<file path="src/hw/rtl/vda_pkg.sv">
// ----------------------------------------------------------------------------
// vda_pkg
// Shared widths, mode codes and helpers for the vector distance accumulator.
// ----------------------------------------------------------------------------
`default_nettype none

package vda_pkg;

   localparam int VAL_W      = 32;   // Q16.16 element
   localparam int SUM_W      = 33;   // x + y
   localparam int ACC_W      = 48;   // Q32.16 accumulator
   localparam int FRAC_W     = 16;
   localparam int MODE_W     = 2;
   localparam int TERM_STEPS = FRAC_W + 1;  // quotient bits of one canberra term

   localparam logic [ACC_W-1:0] ACC_MAX = {ACC_W{1'b1}};

   localparam logic [MODE_W-1:0] MODE_MANHATTAN = 2'd0;
   localparam logic [MODE_W-1:0] MODE_MAXIMUM   = 2'd1;
   localparam logic [MODE_W-1:0] MODE_CANBERRA  = 2'd2;

   // divider command: start pulse, scale selects the long final division
   typedef struct packed {
      logic start;
      logic scale;
   } div_ctrl_type;

   function automatic logic [ACC_W-1:0] sat_add(input logic [ACC_W-1:0] a,
                                                input logic [ACC_W-1:0] b);
      logic [ACC_W:0] s;
      s = {1'b0, a} + {1'b0, b};
      return s[ACC_W] ? ACC_MAX : s[ACC_W-1:0];
   endfunction

endpackage

`default_nettype wire

</file>
<file path="src/hw/rtl/vda_divider.sv">
// ----------------------------------------------------------------------------
// vda_divider
// Restoring divider, one quotient bit per cycle, shared by the per-pair
// canberra term and the final length scaling.
// ----------------------------------------------------------------------------
`default_nettype none

module vda_divider #(
   parameter int DW = 61
) (
   input  wire logic                      clock,
   input  wire logic                      reset,
   input  wire vda_pkg::div_ctrl_type     ctrl,
   input  wire logic [vda_pkg::SUM_W-1:0] divisor,
   input  wire logic [vda_pkg::SUM_W-1:0] rem_init,
   input  wire logic [DW-1:0]             dividend,
   output logic                           done,
   output logic [vda_pkg::ACC_W-1:0]      quotient,
   output logic                           overflow
);
   import vda_pkg::*;

   localparam int CNT_W = $clog2(DW + 1);

   logic               busy_ff, busy_in;
   logic               done_ff, done_in;
   logic [CNT_W-1:0]   cnt_ff, cnt_in;
   logic [SUM_W-1:0]   dvs_ff, dvs_in;
   logic [SUM_W-1:0]   rem_ff, rem_in;
   logic [DW-1:0]      dvd_ff, dvd_in;
   logic [ACC_W-1:0]   quo_ff, quo_in;
   logic               ovf_ff, ovf_in;

   logic [SUM_W:0]     rem_sh;
   logic [SUM_W:0]     rem_sub;
   logic               ge;

   always_comb begin
      rem_sh  = {rem_ff, dvd_ff[DW-1]};
      rem_sub = rem_sh - {1'b0, dvs_ff};
      ge      = rem_sh >= {1'b0, dvs_ff};

      busy_in = busy_ff;
      done_in = 1'b0;
      cnt_in  = cnt_ff;
      dvs_in  = dvs_ff;
      rem_in  = rem_ff;
      dvd_in  = dvd_ff;
      quo_in  = quo_ff;
      ovf_in  = ovf_ff;

      if (ctrl.start) begin
         busy_in = 1'b1;
         cnt_in  = ctrl.scale ? CNT_W'(DW) : CNT_W'(TERM_STEPS);
         dvs_in  = divisor;
         rem_in  = rem_init;
         dvd_in  = dividend;
         quo_in  = '0;
         ovf_in  = 1'b0;
      end else if (busy_ff) begin
         rem_in = ge ? rem_sub[SUM_W-1:0] : rem_sh[SUM_W-1:0];
         dvd_in = {dvd_ff[DW-2:0], 1'b0};
         quo_in = {quo_ff[ACC_W-2:0], ge};
         ovf_in = ovf_ff | quo_ff[ACC_W-1];   // quotient bit beyond 48 bits
         cnt_in = cnt_ff - CNT_W'(1);
         if (cnt_ff == CNT_W'(1)) begin
            busy_in = 1'b0;
            done_in = 1'b1;
         end
      end
   end

   always_ff @(posedge clock) begin
      if (reset) begin
         busy_ff <= 1'b0;
         done_ff <= 1'b0;
      end else begin
         busy_ff <= busy_in;
         done_ff <= done_in;
      end
      cnt_ff <= cnt_in;
      dvs_ff <= dvs_in;
      rem_ff <= rem_in;
      dvd_ff <= dvd_in;
      quo_ff <= quo_in;
      ovf_ff <= ovf_in;
   end

   assign done     = done_ff;
   assign quotient = quo_ff;
   assign overflow = ovf_ff;

endmodule

`default_nettype wire

</file>
<file path="src/hw/rtl/vda_multiplier.sv">
// ----------------------------------------------------------------------------
// vda_multiplier
// Shift-add multiplier, one multiplier bit per cycle, MSB first.
// ----------------------------------------------------------------------------
`default_nettype none

module vda_multiplier #(
   parameter int AW = 48,
   parameter int BW = 13
) (
   input  wire logic               clock,
   input  wire logic               reset,
   input  wire logic               start,
   input  wire logic [AW-1:0]      a_value,
   input  wire logic [BW-1:0]      b_value,
   output logic                    done,
   output logic [AW+BW-1:0]        product
);

   localparam int PW    = AW + BW;
   localparam int CNT_W = $clog2(BW + 1);

   logic             busy_ff, busy_in;
   logic             done_ff, done_in;
   logic [CNT_W-1:0] cnt_ff, cnt_in;
   logic [AW-1:0]    a_ff, a_in;
   logic [BW-1:0]    b_ff, b_in;
   logic [PW-1:0]    p_ff, p_in;

   always_comb begin
      busy_in = busy_ff;
      done_in = 1'b0;
      cnt_in  = cnt_ff;
      a_in    = a_ff;
      b_in    = b_ff;
      p_in    = p_ff;

      if (start) begin
         busy_in = 1'b1;
         cnt_in  = CNT_W'(BW);
         a_in    = a_value;
         b_in    = b_value;
         p_in    = '0;
      end else if (busy_ff) begin
         p_in   = {p_ff[PW-2:0], 1'b0} + (b_ff[BW-1] ? PW'(a_ff) : PW'(0));
         b_in   = b_ff << 1;
         cnt_in = cnt_ff - CNT_W'(1);
         if (cnt_ff == CNT_W'(1)) begin
            busy_in = 1'b0;
            done_in = 1'b1;
         end
      end
   end

   always_ff @(posedge clock) begin
      if (reset) begin
         busy_ff <= 1'b0;
         done_ff <= 1'b0;
      end else begin
         busy_ff <= busy_in;
         done_ff <= done_in;
      end
      cnt_ff <= cnt_in;
      a_ff   <= a_in;
      b_ff   <= b_in;
      p_ff   <= p_in;
   end

   assign done    = done_ff;
   assign product = p_ff;

endmodule

`default_nettype wire

</file>
<file path="src/hw/rtl/vector_distance_accumulator.sv">
// ----------------------------------------------------------------------------
// vector_distance_accumulator
// Streams element pairs of two vectors and emits one Manhattan, maximum or
// Canberra distance per vector.
// ----------------------------------------------------------------------------
// Usage:
//  - req channel (valid/ready): one x/y Q16.16 pair per item, req_last marks
//    the final pair. req_ready is high only while the sequencer is idle.
//  - rsp channel (valid/ready): one item per vector, distance in Q32.16
//    (saturating) plus all_zero_flag for a Canberra vector with no nonzero
//    x+y. Result sits in an output register; a stalled receiver does not
//    block accepting the next vector's pairs, only the next result hand-off.
//  - csr_write_enable/csr_write_data set distance_mode; write it while idle.
// Processing per item:
//  - Manhattan/maximum pair: folded in when accepted; a last pair then passes
//    the decide and hand-off states.
//  - Canberra pair with x+y != 0: waits for the 17 quotient bits of the
//    shared restoring divider. A Canberra last pair additionally scales the
//    sum by count/nonzero via a CW-bit shift-add multiply, then a 48+CW-bit
//    division in the divider, CW = clog2(MAX_LENGTH+1) (13 for 4096).
// Reset: synchronous, clears mode (Manhattan), sums, counts and rsp_valid.
// ----------------------------------------------------------------------------
`default_nettype none

module vector_distance_accumulator #(
   parameter int MAX_LENGTH = 4096
) (
   input  wire logic                       clock,
   input  wire logic                       reset,
   input  wire logic                       req_valid,
   output logic                            req_ready,
   input  wire logic [vda_pkg::VAL_W-1:0]  req_x_value,
   input  wire logic [vda_pkg::VAL_W-1:0]  req_y_value,
   input  wire logic                       req_last,
   output logic                            rsp_valid,
   input  wire logic                       rsp_ready,
   output logic [vda_pkg::ACC_W-1:0]       rsp_distance,
   output logic                            rsp_all_zero_flag,
   input  wire logic                       csr_write_enable,
   input  wire logic [vda_pkg::MODE_W-1:0] csr_write_data
);
   import vda_pkg::*;

   localparam int CW = $clog2(MAX_LENGTH + 1);   // count width
   localparam int DW = ACC_W + CW;               // scaled product width
   localparam logic [CW-1:0] CNT_MAX = CW'(MAX_LENGTH);

   // sequencer states
   localparam logic [2:0] ST_IDLE   = 3'd0;  // take pairs
   localparam logic [2:0] ST_TERM   = 3'd1;  // canberra term division
   localparam logic [2:0] ST_POST   = 3'd2;  // pick final form
   localparam logic [2:0] ST_MUL    = 3'd3;  // sum * element count
   localparam logic [2:0] ST_SCALE  = 3'd4;  // / nonzero count
   localparam logic [2:0] ST_FINISH = 3'd5;  // hand result to output reg

   logic [2:0]        state_ff, state_in;
   logic [MODE_W-1:0] mode_ff, mode_in;
   logic [MODE_W-1:0] item_mode_ff, item_mode_in;
   logic              last_ff, last_in;
   logic [ACC_W-1:0]  acc_ff, acc_in;
   logic [CW-1:0]     ec_ff, ec_in;
   logic [CW-1:0]     nz_ff, nz_in;
   logic [ACC_W-1:0]  res_dist_ff, res_dist_in;
   logic              res_flag_ff, res_flag_in;
   logic              rsp_valid_ff, rsp_valid_in;
   logic [ACC_W-1:0]  rsp_dist_ff, rsp_dist_in;
   logic              rsp_flag_ff, rsp_flag_in;

   // pair arithmetic
   logic [VAL_W-1:0]  diff;
   logic [SUM_W-1:0]  sum;
   logic              sum_nz;
   logic              accept;

   // shared units
   div_ctrl_type      div_ctrl;
   logic [SUM_W-1:0]  div_divisor;
   logic [SUM_W-1:0]  div_rem_init;
   logic [DW-1:0]     div_dividend;
   logic              div_done;
   logic [ACC_W-1:0]  div_quotient;
   logic              div_overflow;
   logic              mul_start;
   logic              mul_done;
   logic [DW-1:0]     mul_product;

   assign accept = req_valid && req_ready;
   assign diff   = (req_x_value >= req_y_value) ? req_x_value - req_y_value
                                                : req_y_value - req_x_value;
   assign sum    = {1'b0, req_x_value} + {1'b0, req_y_value};
   assign sum_nz = sum != '0;

   // term: (diff << 16) / sum; quotient < 2^17, so the top 31 dividend bits
   // seed the remainder and diff[0] then 16 zeros are shifted in.
   // scale: product / nonzero count, all product bits shifted in.
   always_comb begin
      if (div_ctrl.scale) begin
         div_divisor  = SUM_W'(nz_ff);
         div_rem_init = '0;
         div_dividend = mul_product;
      end else begin
         div_divisor  = sum;
         div_rem_init = SUM_W'(diff >> 1);
         div_dividend = {diff[0], {(DW-1){1'b0}}};
      end
   end

   always_comb begin
      state_in     = state_ff;
      mode_in      = csr_write_enable ? csr_write_data : mode_ff;
      item_mode_in = item_mode_ff;
      last_in      = last_ff;
      acc_in       = acc_ff;
      ec_in        = ec_ff;
      nz_in        = nz_ff;
      res_dist_in  = res_dist_ff;
      res_flag_in  = res_flag_ff;
      rsp_valid_in = rsp_valid_ff && !rsp_ready;
      rsp_dist_in  = rsp_dist_ff;
      rsp_flag_in  = rsp_flag_ff;
      div_ctrl     = '0;
      mul_start    = 1'b0;

      case (state_ff)
         ST_IDLE: begin
            if (accept) begin
               item_mode_in = mode_ff;
               last_in      = req_last;
               ec_in        = (ec_ff >= CNT_MAX) ? CNT_MAX : ec_ff + CW'(1);
               if (sum_nz) begin
                  nz_in = (nz_ff >= CNT_MAX) ? CNT_MAX : nz_ff + CW'(1);
               end
               state_in = req_last ? ST_POST : ST_IDLE;
               case (mode_ff)
                  MODE_MAXIMUM: begin
                     if (ACC_W'(diff) > acc_ff) begin
                        acc_in = ACC_W'(diff);
                     end
                  end
                  MODE_CANBERRA: begin
                     if (sum_nz) begin
                        div_ctrl.start = 1'b1;
                        state_in       = ST_TERM;
                     end
                  end
                  default: begin
                     acc_in = sat_add(acc_ff, ACC_W'(diff));
                  end
               endcase
            end
         end
         ST_TERM: begin
            if (div_done) begin
               acc_in   = sat_add(acc_ff, div_quotient);
               state_in = last_ff ? ST_POST : ST_IDLE;
            end
         end
         ST_POST: begin
            if (item_mode_ff == MODE_CANBERRA) begin
               if (nz_ff == '0) begin
                  res_dist_in = '0;
                  res_flag_in = 1'b1;
                  state_in    = ST_FINISH;
               end else begin
                  mul_start = 1'b1;
                  state_in  = ST_MUL;
               end
            end else begin
               res_dist_in = acc_ff;
               res_flag_in = 1'b0;
               state_in    = ST_FINISH;
            end
         end
         ST_MUL: begin
            if (mul_done) begin
               div_ctrl.start = 1'b1;
               div_ctrl.scale = 1'b1;
               state_in       = ST_SCALE;
            end
         end
         ST_SCALE: begin
            if (div_done) begin
               res_dist_in = div_overflow ? ACC_MAX : div_quotient;
               res_flag_in = 1'b0;
               state_in    = ST_FINISH;
            end
         end
         ST_FINISH: begin
            // wait for the output register to free up, then start a new vector
            if (!rsp_valid_ff || rsp_ready) begin
               rsp_valid_in = 1'b1;
               rsp_dist_in  = res_dist_ff;
               rsp_flag_in  = res_flag_ff;
               acc_in       = '0;
               ec_in        = '0;
               nz_in        = '0;
               state_in     = ST_IDLE;
            end
         end
         default: begin
            state_in = ST_IDLE;
         end
      endcase
   end

   always_ff @(posedge clock) begin
      if (reset) begin
         state_ff     <= ST_IDLE;
         mode_ff      <= MODE_MANHATTAN;
         acc_ff       <= '0;
         ec_ff        <= '0;
         nz_ff        <= '0;
         rsp_valid_ff <= 1'b0;
      end else begin
         state_ff     <= state_in;
         mode_ff      <= mode_in;
         acc_ff       <= acc_in;
         ec_ff        <= ec_in;
         nz_ff        <= nz_in;
         rsp_valid_ff <= rsp_valid_in;
      end
      item_mode_ff <= item_mode_in;
      last_ff      <= last_in;
      res_dist_ff  <= res_dist_in;
      res_flag_ff  <= res_flag_in;
      rsp_dist_ff  <= rsp_dist_in;
      rsp_flag_ff  <= rsp_flag_in;
   end

   vda_divider #(
      .DW (DW)
   ) u_divider (
      .clock    (clock),
      .reset    (reset),
      .ctrl     (div_ctrl),
      .divisor  (div_divisor),
      .rem_init (div_rem_init),
      .dividend (div_dividend),
      .done     (div_done),
      .quotient (div_quotient),
      .overflow (div_overflow)
   );

   vda_multiplier #(
      .AW (ACC_W),
      .BW (CW)
   ) u_multiplier (
      .clock   (clock),
      .reset   (reset),
      .start   (mul_start),
      .a_value (acc_ff),
      .b_value (ec_ff),
      .done    (mul_done),
      .product (mul_product)
   );

   assign req_ready         = state_ff == ST_IDLE;
   assign rsp_valid         = rsp_valid_ff;
   assign rsp_distance      = rsp_dist_ff;
   assign rsp_all_zero_flag = rsp_flag_ff;

   // nonzero pairs never outnumber pairs
   a_count_order: assert property (@(posedge clock) disable iff (reset)
      nz_ff <= ec_ff)
      else $error("nonzero count exceeds element count");

   a_count_limit: assert property (@(posedge clock) disable iff (reset)
      ec_ff <= CNT_MAX)
      else $error("element count above MAX_LENGTH");

   // a canberra term never exceeds 1.0
   a_term_range: assert property (@(posedge clock) disable iff (reset)
      (state_ff == ST_TERM && div_done) |->
         (div_quotient <= (ACC_W'(1) << FRAC_W) && !div_overflow))
      else $error("canberra term out of range");

   // flagged result always carries zero distance
   a_flag_zero: assert property (@(posedge clock) disable iff (reset)
      (rsp_valid_ff && rsp_flag_ff) |-> (rsp_dist_ff == '0))
      else $error("all-zero flag with nonzero distance");

   // a non-last manhattan/maximum pair leaves the sequencer idle in the next cycle
   a_fast_pair: assert property (@(posedge clock) disable iff (reset)
      (accept && !req_last && mode_ff != MODE_CANBERRA) |=>
         (state_ff == ST_IDLE))
      else $error("plain pair did not return to idle");

endmodule

`default_nettype wire
</file>
<file path="config.mk">
export PLATFORM = sky130hd
export DESIGN_NAME = vector_distance_accumulator
export DESIGN_NICKNAME = d
export VERILOG_FILES = /design/src/hw/rtl/vda_pkg.sv /design/src/hw/rtl/vda_divider.sv /design/src/hw/rtl/vda_multiplier.sv /design/src/hw/rtl/vector_distance_accumulator.sv
export SDC_FILE = /design/constraint.sdc
export NUM_CORES = 1
export LEC_CHECK = 0
export BUFFER_PORTS_ARGS = -buffer_cell sky130_fd_sc_hd__buf_2
export CORE_ASPECT_RATIO = 1.2
export CORE_MARGIN = 3
export CORE_UTILIZATION = 60
export CTS_CLUSTER_SIZE = 28
export DETAILED_ROUTE_END_ITERATION = 16
export PLACE_DENSITY = 0.77
export SYNTH_ARGS = -nofsm -noshare
export SYNTH_HDL_FRONTEND = slang
export SYNTH_SLANG_ARGS = --single-unit
</file>
<file path="constraint.sdc">
create_clock -name clock -period 10.8 [get_ports clock]
set_clock_uncertainty 0.1 [all_clocks]
set_input_delay 2.16 -clock clock [delete_from_list [all_inputs] [get_ports clock]]
set_output_delay 2.16 -clock clock [all_outputs]
set_load 0.005 [all_outputs]
</file>
==> metrics <==
Max clock buf depth=3; row cnt=97; cell depth of the worst flop-to-flop path=13; Slew HR=22.24%; Top FF cell, synth=edfxtp_1; Reg clk slew, reported paths=60 ps; area of the mapped netlist=35690 um2; Final Hold Fails=0; register bit total from synthesis=493; cell area after layout=38720 um2; drt drc=0; first-pass GRT wire length=162800 um; Detailed Routing Iterations Pass 1=6; Post-synth EDFFs=295; Post-Route WL=104000 um; # resized after CTS=0; status=completed; drt via density=6.262; Critical Path RT=11190 ps; CTS Buf Count=50; Slowest cell on crit path=o21ai_1; Synthesized Nets=4556; Peak supply drop=0.0001408 V; Fill cells=5004; Least-Margin Pin Slew=1166 ps; Synth cell types=92; vias in the first global route=29930; core footprint=58620 um2; most frequent cells in the layout=a21oi_1, nor2_1, nand2_1, o21ai_0; gr usage total=32.33%; CTS tree=built; Tcrit/Tclk final=82.34%; power density over the cells=219.3 nW/um2; CP Capture Point=acc_ff[47]; gpl congestion=1.002; Crit path depth=26; chip width=228.6 um; CP endpoint kind=register; IO Port Bufs=122; Final HPWL DP=77190 um; Cells after Synth=4182; Die Y-Extent=273.2 um; r2r startpoint=u_divider.rem_ff[5]; Setup Fix Bufs, Post-CTS=0; max-cap violation count=0; synth-to-layout area growth=8.506%; total gr overflow=0; Hold Crit Class=reg2reg; commonest non-fill, non-tap cell in the layout=a21oi_1; CP startpoint=req_x_value[0]; setup TNS=0 ps; post-route ant nets=0; WS Path Type=in2reg; initial detailed-routing violation count=2594; wire per inst=20.68 um; total number of yosys warnings=0; H-tree levels=2; layout net count=4569; placed inst area=36910 um2; reg-to-reg endpoint=u_divider.rem_ff[30]; Buf+Inv Stages, Crit Path=4; RSZ-0062 raised after global routing=no; CTS sink cnt=493; Leak Pwr=15.76 nW; Boundary Pins=123; Syn Area/Cell=8.533 um2; Arrival @ worst endpoint=9280 ps; Critical Path Max Stage Delay=570 ps; Die ar.=62450 um2; Startpoint Class=input pin; R2R Setup Slk=5770 ps; antenna fix cells=0; Setup violations, final=0; largest net degree at the start of global routing=98; async set or reset register ratio after synthesis=0%; Max Clk Rate=112.5 MHz; initial core utilization=60.88%; Root Driver=clkbuf_16; Seq/Total Area, Yosys=35.93%; kind of cell adding the most delay to the critical path=compound AO/OA/AOI/OAI gates; initial antenna violation count=1; fin. max-slew vios=0; critical path peak fanout=29; via count=31490; layout cell share with drive strength beyond 1=8.025%; hold_buf cts=0; worst skew pair latency=610 ps; min cycle time layout=8892 ps
-- cell type report --
type	instances	area, um2	area share, %
multi-input cells	3229	21180	54.70
flip-flops and latches	493	12830	33.13
clock buffers	68	1410	3.642
well taps	792	991.0	2.559
repair buffers	170	970.9	2.508
inverters	251	943.4	2.436
clock inverters	26	396.6	1.024
-- synth_stat cells (77+ instances only) --
library cell / n / share of area, %
a21oi_1: 447 / 6.3
nor2_1: 421 / 4.4
nand2_1: 365 / 3.8
o21ai_0: 309 / 4.3
edfxtp_1: 295 / 25
ha_1: 295 / 10
inv_1: 244 / 2.6
dfxtp_1: 198 / 11
clkbuf_1: 162 / 1.7
xnor2_1: 149 / 3.7
mux2i_1: 107 / 3.0
a21o_1: 88 / 1.9
nor3_1: 87 / 1.2
nand3_1: 77 / 1.1
-- stage by stage --
stage          power [mW]  std cells  hold slack, ps  utilization (%)  setup WS (ps)
2_1_floorplan       5.474       4182           300.3                -           2649
3_3_place_gp        6.476       4935           300.4            62.97           1660
3_5_place_dp        6.534       4935           304.5            62.97           1456
4_1_cts             8.454       5029           316.7            66.05           2062
5_1_grt             9.012       5029           323.9            66.05           1449
6_report            8.492       5029           315.0            66.05           1908
-- worst min path at each step --
| stage | startpoint | end | slack (ps) | cells after the start |
|---|---|---|---|---|
| detailed placement | res_dist_ff[11] | rsp_distance[11] | 300 | 0 |
| floorplan | res_flag_ff | rsp_all_zero_flag | 300 | 0 |
| global route | res_dist_ff[17] | rsp_distance[17] | 320 | 0 |
| CTS | res_dist_ff[11] | rsp_distance[11] | 320 | 0 |
| global placement | res_dist_ff[42] | rsp_distance[42] | 300 | 0 |
| finish | res_dist_ff[11] | rsp_distance[11] | 320 | 0 |
-- power by group --
part	switching, mW	internal, mW	total [mW]
combinational	2.30	1.39	3.69
sequential	0.422	2.48	2.90
clock	0.765	1.14	1.90
-- registers in the layout, indices dropped and copies added (netlist names), 3 cells and up --
signal and flops:
ec_ff 13, u_divider.dvs_ff 33, u_multiplier.cnt_ff 4, u_divider.quotient 48, u_divider.dvd_ff 61, u_multiplier.b_ff 13, nz_ff 13, u_multiplier.a_ff 48
res_dist_ff 48, acc_ff 48, rsp_distance 48, u_divider.cnt_ff 6, u_multiplier.product 61, state_ff 3, u_divider.rem_ff 33
-- worst reg2reg max path, cell delays in order, from the launching register on --
cell      delay [ps]
edfxtp_1         400
ha_1             380
and4_1           260
and2_1           170
a221o_1          330
a211oi_1         690
o311ai_0         430
o21a_1           280
nor2_1           210
o21ai_1          200
a31oi_4          200
buf_4            530
o21ai_0          310
a22o_1           270
-- layer usage --
| layer | global-route usage [%] | up-vias | routed length (um) |
|---|---|---|---|
| met3 | 3.618 | 292 | 6084 |
| met4 | 18.73 | 0 | 6488 |
| met5 | 0 | - | 0 |
| li1 | - | 15140 | - |
| met1 | 39.15 | 14930 | 41360 |
| met2 | 55.92 | 1134 | 50080 |
-- cell families (layout without fill, tap and decap cells) --
kind of cell | Yosys count | count (layout) | share of synthesized area (%)
AND/OR/NAND/NOR | 1308 | 1308 | 17.32
AO/OA/AOI/OAI | 1291 | 1291 | 22.54
flip-flops | 493 | 493 | 35.93
buffers and inverters | 460 | 515 | 5.021
adder cells (fa/ha/maj) | 302 | 302 | 10.74
XOR/XNOR | 217 | 217 | 5.326
multiplexers | 111 | 111 | 3.128
Note: power is estimated with default switching activity, not from simulation.
